--- config.mk ---
export PLATFORM = sky130hd
export DESIGN_NAME = countdown_timer_table_core
export DESIGN_NICKNAME = d
export VERILOG_FILES = /design/src/rtl/ctt_pkg.sv /design/src/rtl/ctt_cell.sv /design/src/rtl/countdown_timer_table_core.sv
export VERILOG_INCLUDE_DIRS = /design/src /design/src/rtl
export SDC_FILE = /design/constraint.sdc
export NUM_CORES = 1
export LEC_CHECK = 0
export ABC_AREA = 1
export BUFFER_PORTS_ARGS = -buffer_cell sky130_fd_sc_hd__buf_2
export CAP_MARGIN = 10
export CORE_ASPECT_RATIO = 0.5
export CORE_MARGIN = 8
export CORE_UTILIZATION = 57
export DETAILED_ROUTE_END_ITERATION = 8
export PLACE_DENSITY_LB_ADDON = 0.05
export SETUP_SLACK_MARGIN = 0.1
export SYNTH_ARGS = -nofsm -noshare
export SYNTH_HDL_FRONTEND = slang
export SYNTH_SLANG_ARGS = --single-unit
--- constraint.sdc ---
create_clock -name clk_i -period 3.91 [get_ports clk_i]
set_input_delay 0.391 -clock clk_i [delete_from_list [all_inputs] [get_ports clk_i]]
set_output_delay 0.391 -clock clk_i [all_outputs]
set_load 0.01 [all_outputs]
--- src/rtl/countdown_timer_table_core_defines.svh ---
// Assertion macros for the countdown timer table.
// Simulation gets the checks; synthesis sees empty macros.
`ifndef COUNTDOWN_TIMER_TABLE_CORE_DEFINES_SVH
`define COUNTDOWN_TIMER_TABLE_CORE_DEFINES_SVH

`ifndef SYNTHESIS

`define CTT_ASSERT(lbl, clk, rstn, prop) \
  lbl: assert property (@(posedge clk) disable iff (!rstn) prop) \
    else $error("countdown timer table: check failed");

`define CTT_ASSERT_NEXT(lbl, clk, rstn, ante, cons) \
  lbl: assert property (@(posedge clk) disable iff (!rstn) (ante) |=> (cons)) \
    else $error("countdown timer table: check failed");

`else

`define CTT_ASSERT(lbl, clk, rstn, prop)

`define CTT_ASSERT_NEXT(lbl, clk, rstn, ante, cons)

`endif

`endif

--- src/rtl/ctt_pkg.sv ---
package ctt_pkg;

  typedef enum logic [1:0] {
    REQ_ADD    = 2'd0,
    REQ_CANCEL = 2'd1,
    REQ_TICK   = 2'd2
  } req_e;

  typedef enum logic [2:0] {
    KIND_ADDED     = 3'd0,
    KIND_FULL      = 3'd1,
    KIND_CANCELLED = 3'd2,
    KIND_NOT_FOUND = 3'd3,
    KIND_FIRED     = 3'd4
  } kind_e;

  typedef enum logic [1:0] {
    ST_IDLE   = 2'd0,
    ST_PASS   = 2'd1,
    ST_FINISH = 2'd2
  } state_e;

  // per-cycle control shared by every cell of the chain
  typedef struct packed {
    logic shift;  // take the neighbour's entry
    logic wr_en;  // write the entry on the write bus at wr_idx
  } cell_ctrl_t;

  localparam int unsigned IdBits = 16;

endpackage

--- src/rtl/ctt_cell.sv ---
module ctt_cell #(
  parameter int unsigned COUNT_BITS = 16,
  parameter int unsigned IDX_BITS   = 4,
  parameter int unsigned SLOT       = 0
) (
  input  logic                      clk_i,
  input  ctt_pkg::cell_ctrl_t       ctrl_i,
  input  logic [IDX_BITS-1:0]       wr_idx_i,
  input  logic [ctt_pkg::IdBits-1:0] wr_id_i,
  input  logic [COUNT_BITS-1:0]     wr_rem_i,
  input  logic [ctt_pkg::IdBits-1:0] nb_id_i,
  input  logic [COUNT_BITS-1:0]     nb_rem_i,
  output logic [ctt_pkg::IdBits-1:0] id_o,
  output logic [COUNT_BITS-1:0]     rem_o
);
  import ctt_pkg::*;

  logic [IdBits-1:0]     id_q;
  logic [COUNT_BITS-1:0] rem_q;
  logic                  sel_wr;

  assign sel_wr = ctrl_i.wr_en && (wr_idx_i == IDX_BITS'(SLOT));

  // write bus wins over the shift from the neighbour
  always_ff @(posedge clk_i) begin
    if (sel_wr) begin
      id_q  <= wr_id_i;
      rem_q <= wr_rem_i;
    end else if (ctrl_i.shift) begin
      id_q  <= nb_id_i;
      rem_q <= nb_rem_i;
    end
  end

  assign id_o  = id_q;
  assign rem_o = rem_q;

endmodule

--- src/rtl/countdown_timer_table_core.sv ---
// Answers: an add answers in the cycle after its transfer; cancel and tick give
//   their final result once the pass over the live entries ends, plus output stalls.
// Throughput: one request at a time; an add every cycle while the output does not
//   stall, a cancel or tick once its pass ends; the pass visits one live slot per cycle unless held by the output.
// Reset (async, active low): table empty, next id 1, output register empty.
//   Cell contents are not reset; only slots below the live count are used.
`include "countdown_timer_table_core_defines.svh"

module countdown_timer_table_core #(
  parameter int unsigned TIMER_SLOTS = 16,
  parameter int unsigned COUNT_BITS  = 16
) (
  input  logic                      clk_i,
  input  logic                      rst_ni,
  // request channel
  input  logic                      in_valid_i,
  output logic                      in_stall_o,
  input  logic [1:0]                req_type_i,
  input  logic [15:0]               duration_i,
  input  logic [15:0]               timer_id_i,
  // result channel
  output logic                      out_valid_o,
  input  logic                      out_stall_i,
  output logic [2:0]                result_kind_o,
  output logic [15:0]               result_id_o,
  output logic                      last_o
);
  import ctt_pkg::*;

  localparam int unsigned IW = $clog2(TIMER_SLOTS);      // slot index
  localparam int unsigned CW = $clog2(TIMER_SLOTS + 1);  // live count
  localparam int unsigned DW = (COUNT_BITS > 16) ? COUNT_BITS : 16;
  localparam logic [DW-1:0] CountMax = DW'({COUNT_BITS{1'b1}});

  // ---------------------------------------------------------------------
  // Cell chain. Live entries are packed at slots 0..cnt-1 in insertion
  // order. A pass pops slot 0 every cycle that it is not held, while all cells
  // shift down by one; a surviving entry is written back behind the entries not yet
  // visited, so after cnt steps the survivors are packed again, in order.
  // ---------------------------------------------------------------------
  cell_ctrl_t            cell_ctrl;
  logic [IW-1:0]         wr_idx;
  logic [IdBits-1:0]     wr_id;
  logic [COUNT_BITS-1:0] wr_rem;
  logic [IdBits-1:0]     cell_id  [TIMER_SLOTS];
  logic [COUNT_BITS-1:0] cell_rem [TIMER_SLOTS];

  for (genvar g = 0; g < TIMER_SLOTS; g++) begin : g_cell
    localparam int unsigned Nb = (g == TIMER_SLOTS - 1) ? 0 : g + 1;
    ctt_cell #(
      .COUNT_BITS (COUNT_BITS),
      .IDX_BITS   (IW),
      .SLOT       (g)
    ) u_cell (
      .clk_i    (clk_i),
      .ctrl_i   (cell_ctrl),
      .wr_idx_i (wr_idx),
      .wr_id_i  (wr_id),
      .wr_rem_i (wr_rem),
      .nb_id_i  (cell_id[Nb]),
      .nb_rem_i (cell_rem[Nb]),
      .id_o     (cell_id[g]),
      .rem_o    (cell_rem[g])
    );
  end

  // ---------------------------------------------------------------------
  // Control state
  // ---------------------------------------------------------------------
  state_e            state_q, state_d;
  logic [CW-1:0]     cnt_q, cnt_d;      // live entries
  logic [CW-1:0]     step_q, step_d;    // entries visited in this pass
  logic [CW-1:0]     k_q, k_d;          // survivors written back so far
  logic              tick_q, tick_d;    // pass is a tick, else a cancel
  logic              found_q, found_d;  // cancel already removed its match
  logic [IdBits-1:0] tgt_q, tgt_d;      // id sought by cancel
  logic              pend_q, pend_d;    // a fired id is held back...
  logic [IdBits-1:0] pend_id_q, pend_id_d; // ...until we know if it is last
  logic [IdBits-1:0] next_id_q, next_id_d;

  // output register
  logic              out_valid_q;
  kind_e             out_kind_q, out_kind_d;
  logic [IdBits-1:0] out_id_q, out_id_d;
  logic              out_last_q, out_last_d;
  logic              out_load;
  logic              out_free;

  logic              in_xfer;
  logic [IdBits-1:0] head_id;
  logic [COUNT_BITS-1:0] head_rem;
  logic              fire;
  logic              hit;
  logic              keep;
  logic              adv;
  logic [CW-1:0]     wp_full;
  logic [DW-1:0]     dur_w;
  logic [COUNT_BITS-1:0] dur_sat;

  assign out_free   = !out_valid_q || !out_stall_i;
  assign in_stall_o = !((state_q == ST_IDLE) && out_free);
  assign in_xfer    = in_valid_i && !in_stall_o;

  // long durations saturate to the counter width
  assign dur_w   = DW'(duration_i);
  assign dur_sat = (dur_w > CountMax) ? COUNT_BITS'(CountMax) : COUNT_BITS'(dur_w);

  assign head_id  = cell_id[0];
  assign head_rem = cell_rem[0];
  assign fire     = tick_q && (head_rem <= COUNT_BITS'(1));
  assign hit      = !tick_q && !found_q && (head_id == tgt_q);
  assign keep     = !(fire || hit);
  // a second firing pushes the held one out, which needs the output free
  assign adv      = !(fire && pend_q) || out_free;
  // slot for the survivor: behind the unvisited entries and earlier survivors
  assign wp_full  = cnt_q - step_q - CW'(1) + k_q;

  always_comb begin
    state_d    = state_q;
    cnt_d      = cnt_q;
    step_d     = step_q;
    k_d        = k_q;
    tick_d     = tick_q;
    found_d    = found_q;
    tgt_d      = tgt_q;
    pend_d     = pend_q;
    pend_id_d  = pend_id_q;
    next_id_d  = next_id_q;
    out_load   = 1'b0;
    out_kind_d = KIND_ADDED;
    out_id_d   = '0;
    out_last_d = 1'b1;
    cell_ctrl  = '0;
    wr_idx     = cnt_q[IW-1:0];
    wr_id      = next_id_q;
    wr_rem     = dur_sat;

    unique case (state_q)
      ST_IDLE: begin
        if (in_xfer) begin
          unique case (req_type_i)
            REQ_ADD: begin
              out_load = 1'b1;
              if (cnt_q == CW'(TIMER_SLOTS)) begin
                out_kind_d = KIND_FULL;
              end else begin
                out_kind_d      = KIND_ADDED;
                out_id_d        = next_id_q;
                cell_ctrl.wr_en = 1'b1;
                cnt_d           = cnt_q + CW'(1);
                next_id_d       = next_id_q + IdBits'(1);
              end
            end
            REQ_CANCEL, REQ_TICK: begin
              tick_d  = (req_type_i == REQ_TICK);
              tgt_d   = timer_id_i;
              found_d = 1'b0;
              pend_d  = 1'b0;
              step_d  = '0;
              k_d     = '0;
              state_d = (cnt_q == '0) ? ST_FINISH : ST_PASS;
            end
            default: ;  // unknown request: no effect
          endcase
        end
      end

      ST_PASS: begin
        if (adv) begin
          cell_ctrl.shift = 1'b1;
          cell_ctrl.wr_en = keep;
          wr_idx          = wp_full[IW-1:0];
          wr_id           = head_id;
          wr_rem          = tick_q ? (head_rem - COUNT_BITS'(1)) : head_rem;
          k_d             = k_q + CW'(keep);
          step_d          = step_q + CW'(1);
          if (hit) begin
            found_d = 1'b1;
          end
          if (fire) begin
            pend_d    = 1'b1;
            pend_id_d = head_id;
            if (pend_q) begin
              out_load   = 1'b1;
              out_kind_d = KIND_FIRED;
              out_id_d   = pend_id_q;
              out_last_d = 1'b0;
            end
          end
          if (step_q == cnt_q - CW'(1)) begin
            state_d = ST_FINISH;
          end
        end
      end

      ST_FINISH: begin
        if (tick_q) begin
          if (!pend_q) begin
            cnt_d   = k_q;
            state_d = ST_IDLE;
          end else if (out_free) begin
            out_load   = 1'b1;
            out_kind_d = KIND_FIRED;
            out_id_d   = pend_id_q;
            pend_d     = 1'b0;
            cnt_d      = k_q;
            state_d    = ST_IDLE;
          end
        end else if (out_free) begin
          out_load   = 1'b1;
          out_kind_d = found_q ? KIND_CANCELLED : KIND_NOT_FOUND;
          out_id_d   = found_q ? tgt_q : '0;
          cnt_d      = k_q;
          state_d    = ST_IDLE;
        end
      end

      default: state_d = ST_IDLE;
    endcase
  end

  always_ff @(posedge clk_i or negedge rst_ni) begin
    if (!rst_ni) begin
      state_q     <= ST_IDLE;
      cnt_q       <= '0;
      step_q      <= '0;
      k_q         <= '0;
      tick_q      <= 1'b0;
      found_q     <= 1'b0;
      pend_q      <= 1'b0;
      next_id_q   <= IdBits'(1);
      out_valid_q <= 1'b0;
    end else begin
      state_q   <= state_d;
      cnt_q     <= cnt_d;
      step_q    <= step_d;
      k_q       <= k_d;
      tick_q    <= tick_d;
      found_q   <= found_d;
      pend_q    <= pend_d;
      next_id_q <= next_id_d;
      if (out_load) begin
        out_valid_q <= 1'b1;
      end else if (!out_stall_i) begin
        out_valid_q <= 1'b0;
      end
    end
  end

  // payload registers
  always_ff @(posedge clk_i) begin
    tgt_q     <= tgt_d;
    pend_id_q <= pend_id_d;
    if (out_load) begin
      out_kind_q <= out_kind_d;
      out_id_q   <= out_id_d;
      out_last_q <= out_last_d;
    end
  end

  assign out_valid_o   = out_valid_q;
  assign result_kind_o = out_kind_q;
  assign result_id_o   = out_id_q;
  assign last_o        = out_last_q;

  // ---------------------------------------------------------------------
  // Checks
  // ---------------------------------------------------------------------
  `CTT_ASSERT(a_cnt_range, clk_i, rst_ni, cnt_q <= CW'(TIMER_SLOTS))
  `CTT_ASSERT(a_no_overwrite, clk_i, rst_ni, out_load |-> !(out_valid_q && out_stall_i))
  `CTT_ASSERT(a_step_bound, clk_i, rst_ni, (state_q == ST_PASS) |-> (step_q < cnt_q))
  `CTT_ASSERT(a_kept_bound, clk_i, rst_ni, (state_q == ST_PASS) |-> (k_q <= step_q))
  `CTT_ASSERT_NEXT(a_cnt_settle, clk_i, rst_ni, (state_q == ST_FINISH) && (state_d == ST_IDLE), cnt_q == $past(k_q))

endmodule

; ---- After elaboration in Yosys (flattened, before gate mapping)
; Cells that the tools add are included.
[word_totals]
regBits = 601
in_bits = 38
[op_classes]
n_addsub = 9
order_cmp = 2
n_eq_ne = 32
n_mux = 147
bitwise_logic = 1
n_reduce_logical = 64
[ops]
columns = operator, n
row1 = $mux W16, 81
row2 = $mux W5, 10
row3 = $pmux W16 S3, 1
row4 = $reduce_bool A2 Y1, 18
row5 = $eq A4 B4 Y1 const B, 8
row6 = $pmux W5 S2, 3
row7 = $mux W1, 26
row8 = $mux W3, 8
row9 = $logic_and A1 B1 Y1, 22
row10 = $mux W2, 10
row11 = $add A16 B1 Y16 const B, 1
row12 = $eq A16 B16 Y1, 1
row13 = $eq A4 B3 Y1 const B, 4
row14 = $gt A16 B16 Y1 const B, 1
row15 = $le A16 B1 Y1 const B, 1
row16 = $reduce_and A4 Y1, 4
row17 = $sub A16 B1 Y16 const B, 1
row18 = $ne A2 B2 Y1 const B, 7
row19 = $add A5 B1 Y5 const B, 2
row20 = $pmux W3 S3, 1
row21 = $eq A4 B2 Y1 const B, 2
row22 = $mux W4, 2
row23 = $logic_not A1 Y1, 7
row24 = $ne A2 B1 Y1 const B, 3
row25 = 23 further kinds, 31

; ---- Depth between registers and ports, before layout
[depth]
depth_word = 10
mapped_depth = 19
ltp_nobuf = 18

; ---- By module
; Synthesis repeated with hierarchy kept, for this count alone.
[hier_totals]
cells_unflattened = 3140
area_unflattened_um2 = 30633.1
[by_module_without_submodules]
columns = module, instances, cells_each, area_each_um2, seq_area_each_um2
row1 = ctt_cell at g_cell[1].u_cell ..., 4, 147, 1510.2, 960.9
row2 = ctt_cell at g_cell[10].u_cell ..., 4, 146, 1470.2, 960.9
row3 = countdown_timer_table_core, 1, 701, 5710.5, 2488.6
row4 = ctt_cell at g_cell[13].u_cell ..., 2, 180, 1855.5, 960.9
row5 = ctt_cell at g_cell[11].u_cell ..., 2, 144, 1473.9, 960.9
row6 = ctt_cell at g_cell[15].u_cell, 1, 179, 1783.0, 960.9
row7 = ctt_cell at g_cell[0].u_cell, 1, 149, 1585.3, 960.9
row8 = ctt_cell at g_cell[12].u_cell, 1, 147, 1536.5, 960.9
row9 = ctt_cell at g_cell[3].u_cell, 1, 144, 1437.6, 960.9

; ---- Worst setup path after synthesis
; No wires, ideal clock.
[synth_path]
kind = register to register
startpoint = register cnt_q[1]
endpoint = register g_cell[1].u_cell.id_q[0], enable pin
setup_ns = 0.389
arrival_ns = 3.371
required_ns = 3.521
path_slack_ns = 0.150
stages_incl_launch_ff = 17
synth_period_minus_slack_ns = 3.760
cell_sequence = dfrtp_1 > inv_1 > fa_1 > inv_1 > ha_1 > inv_1 > fa_1 > xor2_1 > nand3_1 > nand2_1 > inv_1 > nand3_1 > nand2_2 > nor2_2 > nand3_1 > clkbuf_1 > nand2_1
[synth_via]
elab_chain_len = 8
word_cells_on_any_way = 13
cone_classes = add/sub (3) / eq/ne (2) / mux (6) / reduce/logical (2)
[synth_rtl]
columns = item, line
row1 = start: declaration, countdown_timer_table_core.sv:71  ; logic [CW-1:0] cnt_q, cnt_d;
row2 = start signal: assignment, countdown_timer_table_core.sv:235  ; cnt_q <= cnt_d;
row3 = $sub A4 B4 Y4, countdown_timer_table_core.sv:116  ; assign wp_full = cnt_q - step_q - CW'(1) + k_q;
row4 = $sub A4 B1 Y4, countdown_timer_table_core.sv:116
row5 = $add A4 B4 Y4, countdown_timer_table_core.sv:116
row6 = $mux W4, countdown_timer_table_core.sv:169  ; if (adv) begin
row7 = $mux W4, countdown_timer_table_core.sv:138  ; unique case (state_q)
row8 = $eq A4 B1 Y1, ctt_cell.sv:22  ; assign sel_wr = ctrl_i.wr_en && (wr_idx_i == IDX_BITS'(SLOT));
row9 = $logic_and A1 B1 Y1 (*), ctt_cell.sv:22
row10 = $reduce_bool A2 Y1 (no source line) (*), --
row11 = end signal: assignment, ctt_cell.sv:27  ; id_q <= wr_id_i;
row12 = end signal: assignment, ctt_cell.sv:30  ; id_q <= nb_id_i;
row13 = end: declaration, ctt_cell.sv:18  ; logic [IdBits-1:0] id_q;
; Every way passes the cells marked *; elsewhere a longest branch is shown, timed or not.
; A chain may end at the register's enable or synchronous reset.

; ---- Worst setup path after layout
[layout_path]
startpoint = register cnt_q[0]
endpoint = register g_cell[12].u_cell.id_q[10], enable pin
[layout_via]
elab_chain_len = 8
word_cells_on_any_way = 13
cone_classes = add/sub (3) / eq/ne (2) / mux (6) / reduce/logical (2)
[layout_rtl]
columns = item, line
row1 = $sub A4 B4 Y4, countdown_timer_table_core.sv:116
row2 = $sub A4 B1 Y4, countdown_timer_table_core.sv:116
row3 = $add A4 B4 Y4, countdown_timer_table_core.sv:116
row4 = $mux W4, countdown_timer_table_core.sv:169
row5 = $mux W4, countdown_timer_table_core.sv:138
row6 = $eq A4 B4 Y1, ctt_cell.sv:22
row7 = $logic_and A1 B1 Y1 (*), ctt_cell.sv:22
row8 = $reduce_bool A2 Y1 (no source line) (*), --
row9 = end signal: assignment, ctt_cell.sv:27
row10 = end signal: assignment, ctt_cell.sv:30
row11 = end: declaration, ctt_cell.sv:18
; Marks and branches as above.

==> flow_summary.json <==
{
  "synth_top_area_share_pct": 59.7,
  "power-per-cell-area_nw_per_um2": 970,
  "fin_worst_skew_ps": 28.7,
  "ant_nets": 0,
  "start_kind": "flop",
  "hold_violations": 0,
  "intPower_mw": 17.7,
  "syn_to_final_growth_pct": 11.7,
  "synth_most_common_cell": "nand2_1",
  "die_height_um": 174,
  "htreeDepth": 2,
  "final-setup-viol-count": 0,
  "antenna_found_initial": 1,
  "avgSynthCellArea_um2": 9.53,
  "synth_cell_types": 41,
  "drv_cap": 0,
  "required_ps": 4200,
  "swShare_pct": 42.4,
  "yosys-top-cells-count": "nand2_1, nand3_1, edfxtp_1",
  "nNetsFinal": 3069,
  "max-vdd-ir-drop_mv": 0.830,
  "cts.reportedPaths.clkPinSlew_ps": 70,
  "drive_gt1_share_pct": 9.14,
  "wl_per_cell_um": 20.6,
  "period_minus_slack_ps": 3510,
  "power_mw": 30.7,
  "async_reset_ff_share_pct": 6.16,
  "dr.pass1.iters": 5,
  "tritoncts": "built",
  "synth_edf_count": 564,
  "grt_max_degree": 82,
  "p_sw_mw": 13.0,
  "status": "finished clean",
  "diodes": 0,
  "row_count": 57,
  "end_kind": "flop",
  "core_area_um2": 48900,
  "rsz0062_at_grt": "yes",
  "synth_area_um2": 28400,
  "drt_iter0_markers": 2905,
  "gr-total-overflow": 0,
  "worstPathMaxFanout": 32,
  "syn_nets": 3036,
  "cts-buffers-inserted": 52,
  "dieArea_um2": 57600,
  "seqPwrFrac_pct": 41.6,
  "synth-warning-count": 0,
  "leakagePower_nw": 13.6,
  "port_buffers": 59,
  "post-route-drc-count": 0,
  "netlist_instances": 2978,
  "routed_wl_um": 76400,
  "utilization_pct": 64.8,
  "initial_core_util_pct": 58.1,
  "hold_class": "in2reg",
  "clock-sinks": 601,
  "holdPathStages": 3,
  "relSlewSlack_pct": 26.8,
  "cts_root_buffer": "clkbuf_16",
  "register_area_um2": 17900,
  "gp_congestion": 0.880,
  "vias": 21400,
  "whs_ps": 180,
  "synth_area_leaders": "edfxtp_1, nand2_1, nand3_1",
  "clockBufferDepth": 3,
  "synth_top_area_cell": "edfxtp_1",
  "vias_per_cell": 5.78,
  "grt_use_total_pct": 26.0,
  "synth_seq_cells": 601,
  "worstPathArrival_ps": 3800,
  "worstMarginPinSlew_ps": 1100,
  "ys_seq_area_share_pct": 63.0,
  "dominantRegCellSynth": "edfxtp_1",
  "dp_hpwl_um": 49000,
  "ios": 60,
  "finalMaxSlewViolations": 0,
  "clkPwrFrac_pct": 17.4,
  "clk_latency_ps": 610,
  "fmax_mhz": 285,
  "fin_crit_sh_pct": 89.8,
  "die_w_um": 332,
  "grt_pass1_wl_um": 118000,
  "tns_ps": 0,
  "critPathKind": "reg2reg",
  "grt_pass1_vias": 19300,
  "combinationalPowerShare_pct": 41.0,
  "r2r_cells": 18,
  "multi_input_area_um2": 9190,
  "n_fill_cell": 3952
}
[final timing paths]
check / slack (ps) / endpoint / start
max: 400 / g_cell[12].u_cell.id_o[10]$_DFFE_PP_ / cnt_q[0]$_DFFE_PN0P_
max in group asynchronous: 2870 / tick_q$_DFFE_PN0P_ / rst_ni
min reg2reg: 510 / g_cell[4].u_cell.id_o[15]$_DFFE_PP_ / g_cell[5].u_cell.id_o[15]$_DFFE_PP_
min in group asynchronous: 460 / k_q[0]$_DFFE_PN0P_ / rst_ni
max reg2reg: 400 / g_cell[12].u_cell.id_o[10]$_DFFE_PP_ / cnt_q[0]$_DFFE_PN0P_
min: 180 / out_valid_o$_DFFE_PN0P_ / out_stall_i
[critical path, stage by stage (launching register included)]
cell,delay (ps)
dfrtp_1,460
inv_1,170
fa_1,430
inv_1,60
ha_1,130
inv_1,50
fa_1,420
xor2_1,180
inv_1,60
nand2_1,60
nand2_1,40
inv_1,40
nand3_1,110
nand2_4,190
nand2_1,120
inv_4,100
nand3_1,160
nand2_1,190
buf_12,220
[repair_timing]
| item | CTS | global route |
|---|---|---|
| gates resized for setup | 0 | 10 |
| buffers inserted | 0 | 3 |
| endpoints found under the hold margin | 52 | 0 |
| endpoints found under the setup margin | 0 | 782 |
| hold buffers | 17 | 0 |
[layout make-up]
cell class	instances	share of cell area, %
repair buffers	193	5.31
clock inverters	34	1.04
clock buffers	63	4.37
flip-flops and latches	601	56.4
multi-input cells	2054	29.0
inverters	109	1.31
well taps	649	2.56
[cell families after synthesis]
kind of cell	share of synthesized area, %
AOI/OAI and AO/OA	2.21
xor gates and xnor gates	1.02
adders and majority gates	0.988
buffers and inverters	4.84
DFF	63.0
and+or+nand+nor	28.0
[per-stage QoR]
step	worst slack (ps)	cells	instance area, um^2
after floorplan	150	2978	28400
after global placement	259	3586	29700
after detailed placement	246	3586	29700
after CTS	199	3700	31600
after global routing	90.7	3703	31700
final	399	3703	31700
[sequential cells by signal, indices dropped and copies added (netlist names), 2 cells and up]
register	cells
state_q	2
g_cell.u_cell.rem_o	256
k_q	5
result_id_o	16
g_cell.u_cell.id_o	256
pend_id_q	16
tgt_q	16
next_id_q	16
result_kind_o	3
cnt_q	5
step_q	5
[power by group through the flow]
stage | Sequential [mW] | Combinational [mW] | Clock (mW)
floorplan | 12.3 | 7.80 | 0
global placement | 12.8 | 12.0 | 0
detailed placement | 12.8 | 12.2 | 0
CTS | 12.7 | 12.3 | 5.38
global route | 13.0 | 13.9 | 5.66
finish | 12.8 | 12.6 | 5.35
[cell usage in the layout, fill, tap and decap left out, drive strengths merged, types with 2 or more instances in the layout]
master and n:
a21oi 12, a22o 16, buf 176, bufinv 6, clkbuf 63, clkinv 27, clkinvlp 2, dfrtp 36
dlygate4sd3 17, edfxtp 564, fa 4, ha 16, inv 108, nand2 1230, nand3 576, nand4 11
nor2 72, nor3 9, o21a 2, o21ai 45, o21bai 2, o22ai 13, o31ai 6, o32ai 2
xnor2 6, xor2 27
[routing by layer]
| layer | vias to the layer above | global-route usage [%] | routed length, um |
|---|---|---|---|
| met5 | - | 0 | 13 |
| met1 | 10100 | 42.9 | 36000 |
| li1 | 10100 | - | - |
| met4 | 2 | 4.61 | 1130 |
| met3 | 101 | 6.60 | 9820 |
| met2 | 1133 | 33.7 | 29500 |
No activity file was read; power rests on OpenSTA's default activity.
